--- config.mk ---
export PLATFORM = sky130hd
export DESIGN_NAME = lrs_fifo
export DESIGN_NICKNAME = d
export VERILOG_FILES = /design/src/design/lrs_pkg.sv /design/src/design/lrs_fifo.sv
export SDC_FILE = /design/constraint.sdc
export NUM_CORES = 1
export LEC_CHECK = 0
export ABC_AREA = 1
export BUFFER_PORTS_ARGS = -buffer_cell sky130_fd_sc_hd__clkbuf_2
export CELL_PAD_IN_SITES_DETAIL_PLACEMENT = 1
export CELL_PAD_IN_SITES_GLOBAL_PLACEMENT = 1
export CORE_UTILIZATION = 44
export CTS_BUF_LIST = sky130_fd_sc_hd__clkbuf_2 sky130_fd_sc_hd__clkbuf_4 sky130_fd_sc_hd__clkbuf_8
export DETAILED_ROUTE_END_ITERATION = 7
export PLACE_DENSITY_LB_ADDON = 0.1
export SLEW_MARGIN = 20
export SYNTH_ARGS = -nofsm -noshare
export SYNTH_HDL_FRONTEND = slang
export SYNTH_SLANG_ARGS = --single-unit
--- constraint.sdc ---
create_clock -name i_clk -period 2.7 [get_ports i_clk]
set_clock_uncertainty 0.1 [all_clocks]
set_input_delay 0.27 -clock i_clk [delete_from_list [all_inputs] [get_ports i_clk]]
set_output_delay 0.27 -clock i_clk [all_outputs]
set_load 0.1 [all_outputs]
--- src/design/lrs_pkg.sv ---
`default_nettype none
package lrs_pkg;
    typedef enum logic [1:0] {
        K_ADD   = 2'd0,
        K_CLEAR = 2'd1,
        K_READ  = 2'd2,
        K_NONE  = 2'd3
    } t_kind;

    localparam int unsigned LOG10_2_Q30 = 323228497;
    localparam int unsigned RATIO_MAX   = 20'hFFFFF;
    localparam int unsigned RANK_MAX    = 17'h1FFFF;

    typedef struct packed {
        t_kind       kind;
        logic [31:0] sample;
        logic        batch_end;
        logic [6:0]  capacity;
    } t_cmd;

    typedef struct packed {
        logic [6:0]  count;
        logic        ok;
        logic [5:0]  index;
        logic [19:0] log_ratio;
        logic [16:0] log_rank;
        logic        final_result;
    } t_res;
endpackage
`default_nettype wire

--- src/design/lrs_fifo.sv ---
`default_nettype none
module lrs_fifo (
    input  wire logic          i_clk,
    input  wire logic          i_rst_n,
    input  wire logic          i_wr,
    input  wire lrs_pkg::t_cmd i_data,
    output logic               o_full,
    input  wire logic          i_rd,
    output logic               o_empty,
    output lrs_pkg::t_cmd      o_data
);
    import lrs_pkg::*;
    t_cmd       r_mem [4];
    logic [1:0] r_wp, r_rp;
    logic [2:0] r_cnt;

    assign o_full  = (r_cnt == 3'd4);
    assign o_empty = (r_cnt == 3'd0);
    assign o_data  = r_mem[r_rp];

    always_ff @(posedge i_clk) begin
        if (i_wr && !o_full) r_mem[r_wp] <= i_data;
        if (!i_rst_n) begin
            r_wp <= '0; r_rp <= '0; r_cnt <= '0;
        end else begin
            if (i_wr && !o_full) r_wp <= r_wp + 2'd1;
            if (i_rd && !o_empty) r_rp <= r_rp + 2'd1;
            r_cnt <= r_cnt + 3'((i_wr && !o_full) ? 1 : 0) - 3'((i_rd && !o_empty) ? 1 : 0);
        end
    end
endmodule
`default_nettype wire

==> impl_metrics.tcl <==
set metrics [dict create \
    path_max_fanout 60 \
    ys_ff_latch 177 \
    avgRoutedWirePerCell_um 18.68 \
    netSwitchingPower_mw 4.410 \
    crit_chain "buf_12 -> o21ai_0 -> o22ai_1 -> buf_12" \
    ir_drop_mv 0.8048 \
    crit_path_start_kind "flop" \
    cts_inserted_buffers 17 \
    cts.sinks 177 \
    diodes 0 \
    violations "DRC" \
    drive_above_1_share 0.2265 \
    synthAdderAreaFrac 0.01420 \
    nets 668 \
    synth_compound_area_frac 0.1057 \
    worstHoldPathType "primary input to flop" \
    synth.top_cell.area_share 0.7532 \
    core_area_mm2 0.01470 \
    wl_um 15150 \
    track_usage 0.2046 \
    drv_cap 0 \
    cts_tree "built" \
    power_mw 10.43 \
    fin_util 0.6068 \
    synth.distinct_cells 16 \
    setup_slack_ns 0.1518 \
    via_per_inst 5.292 \
    cp_top_family "flip-flops" \
    period_share 0.9438 \
    drtIter0Drc 267 \
    holdWs_ns 0.06407 \
    post_cts_buffers 0 \
    htree_levels 4 \
    grt_pass1_wl_um 23800 \
    synthXorXnorAreaFrac 0 \
    clk_pin_slew_worst_paths_ns 0.08 \
    timing.fmax_ghz 0.3924 \
    syn_nets 527 \
    rsz0062_at_grt "false" \
    synthTopCellsByArea "edfxtp_1 (75%), nor2_1 (5.4%), o21ai_0 (4.6%), o22ai_1 (3.9%), dfxtp_1 (2.7%)" \
    num_vias 4292 \
    post-place-ws_ns 0.6262 \
    synth_top_family_by_area "compound AO/OA/AOI/OAI gates" \
    portBuffers 89 \
    grt-ovfl-total 0 \
    crit_required_ns 2.33 \
    ys_seq_area_frac 0.7801 \
    crit_arrival_ns 2.18 \
    setup_viol 0 \
    combPwrFrac 0.469 \
    die_h_um 125.4 \
    slowest_delay_ns 0.65 \
    synth_area_mm2 0.006698 \
    slowest_stage "dfxtp_2" \
    fp-row-count 44 \
    crit_top_cell "buf_12" \
    clkLatencyLatePin_ns 0.45 \
    synthCells 474 \
    yosys_warnings 0 \
    drt_pass1_iterations 8 \
    p_per_area_mw_per_mm2 1170 \
    tightest_slew_ns 0.5413 \
    start_util 0.4557 \
    status "complete, but fails checks" \
    antenna_found_initial 0 \
    drc 4 \
    slew_headroom 0.6407 \
    power_frac_clock 0.198 \
    drtAntennaViolNets 0 \
    dp_hpwl_um 9044 \
    switching_share 0.4227 \
    clockBufferDepth 2 \
    synth_top_cell_by_area "edfxtp_1" \
    grt_pass1_vias 4748 \
    path_buf_inv 2 \
    synth_mux_area_frac 0 \
    die_x_um 125.4 \
    fp.dieArea_mm2 0.01572 \
    io_pins 90 \
    gp_congestion 0.7146 \
    slew_viol_final 0 \
    fin_crit_ns 2.548 \
    path_class "flop to output pin" \
    cts-root-buf "clkbuf_8" \
    nFillCells 1421 \
    syn_area_per_cell_um2 14.13 \
    seq_power_share 0.333 \
    hold_violations 0 \
    syn_to_final_growth_pct 33.18 \
    synth-simple-area-share 0.06464 \
    leakagePower_nw 3.243 \
    p_int_mw 6.023 \
    grt_max_degree 61 \
    crit_path_end_kind "output pin" \
]
-- metrics by stage --
stage | cell area, um^2 | cells | setup TNS, ns
5_1_grt | 8920 | 811 | 0
3_3_place_gp | 8021 | 736 | 0
6_report | 8920 | 811 | 0
3_5_place_dp | 8021 | 736 | 0
2_1_floorplan | 6698 | 474 | -44.33
4_1_cts | 8920 | 811 | 0
-- kinds of logic after synthesis --
family,after synthesis
fa+ha+maj,7
buf+inv,45
flops,177
compound gates,131
simple gates,114
-- metal layers --
metal	global-route usage	wire length, um	vias up
met2	0.3690	7922	99
li1	-	-	2024
met5	0	0	-
met3	0.04151	523	21
met4	0.08967	259	0
met1	0.2355	6441	2148
-- layout make-up --
cell class                      count  area [um^2]  share of cell area
Clock buffer                       18        241.5             0.02707
Clock inverter                     13        216.5             0.02427
Inverter                           19        71.32            0.007996
Multi-Input combinational cell    252         1266              0.1420
Sequential cell                   177         5228              0.5861
Tap cell                          184        230.2             0.02581
Timing Repair Buffer              148         1667              0.1868
-- synth_stat cells --
library cell    n
a21oi_1         5
buf_2           6
buf_6           8
clkbuf_1       12
dfxtp_1         9
edfxtp_1      168
fa_1            1
ha_1            6
inv_1          15
inv_2           4
nand2_1        14
nand3_1         4
nor2_1         96
o21ai_0        62
o21ai_1        22
o22ai_1        42
-- worst min-delay path: stages --
cell	delay [ns]
clkbuf_2	0.14
a21oi_1	0.08
nor2_1	0.09
-- flip-flops by register name, indices dropped and copies added (netlist names), named ones only --
signal / count
r_cnt: 3
r_rp: 2
r_wp: 2
r_mem: 168
-- final timing paths --
check / from / end / slack, ns / cells after the start
max: flop / o_data[9] / 0.15 / 4
min: i_wr / r_wp[0] / 0.06 / 3
max reg2reg: r_cnt[1] / r_cnt[1] / 0.65 / 9
min reg2reg: r_rp[0] / r_rp[0] / 0.40 / 2
-- repair_timing --
action,in CTS,in global routing
hold buffers,44,0
gates resized for setup,0,0
endpoints found under the hold margin,170,0
-- placed cells by master, fill, tap and decap left out, types with 7 or more instances in the layout --
cell type / n
edfxtp_1: 168
nor2_1: 92
o21ai_0: 62
clkbuf_2: 47
buf_12: 45
dlygate4sd3_1: 44
o22ai_1: 42
o21ai_1: 22
clkbuf_8: 17
inv_1: 15
nand2_1: 14
buf_4: 12
dfxtp_1: 7
-- power by group through the flow --
| stage | logic (mW) | registers (mW) | clock network, mW |
|---|---|---|---|
| 6_report | 4.89 | 3.47 | 2.07 |
| 5_1_grt | 5.10 | 3.50 | 2.20 |
| 4_1_cts | 4.94 | 3.47 | 2.11 |
| 3_5_place_dp | 4.87 | 3.54 | 0 |
| 3_3_place_gp | 4.81 | 3.52 | 0 |
| 2_1_floorplan | 3.17 | 3.48 | 0 |
No activity file was read; power rests on OpenSTA's default activity.
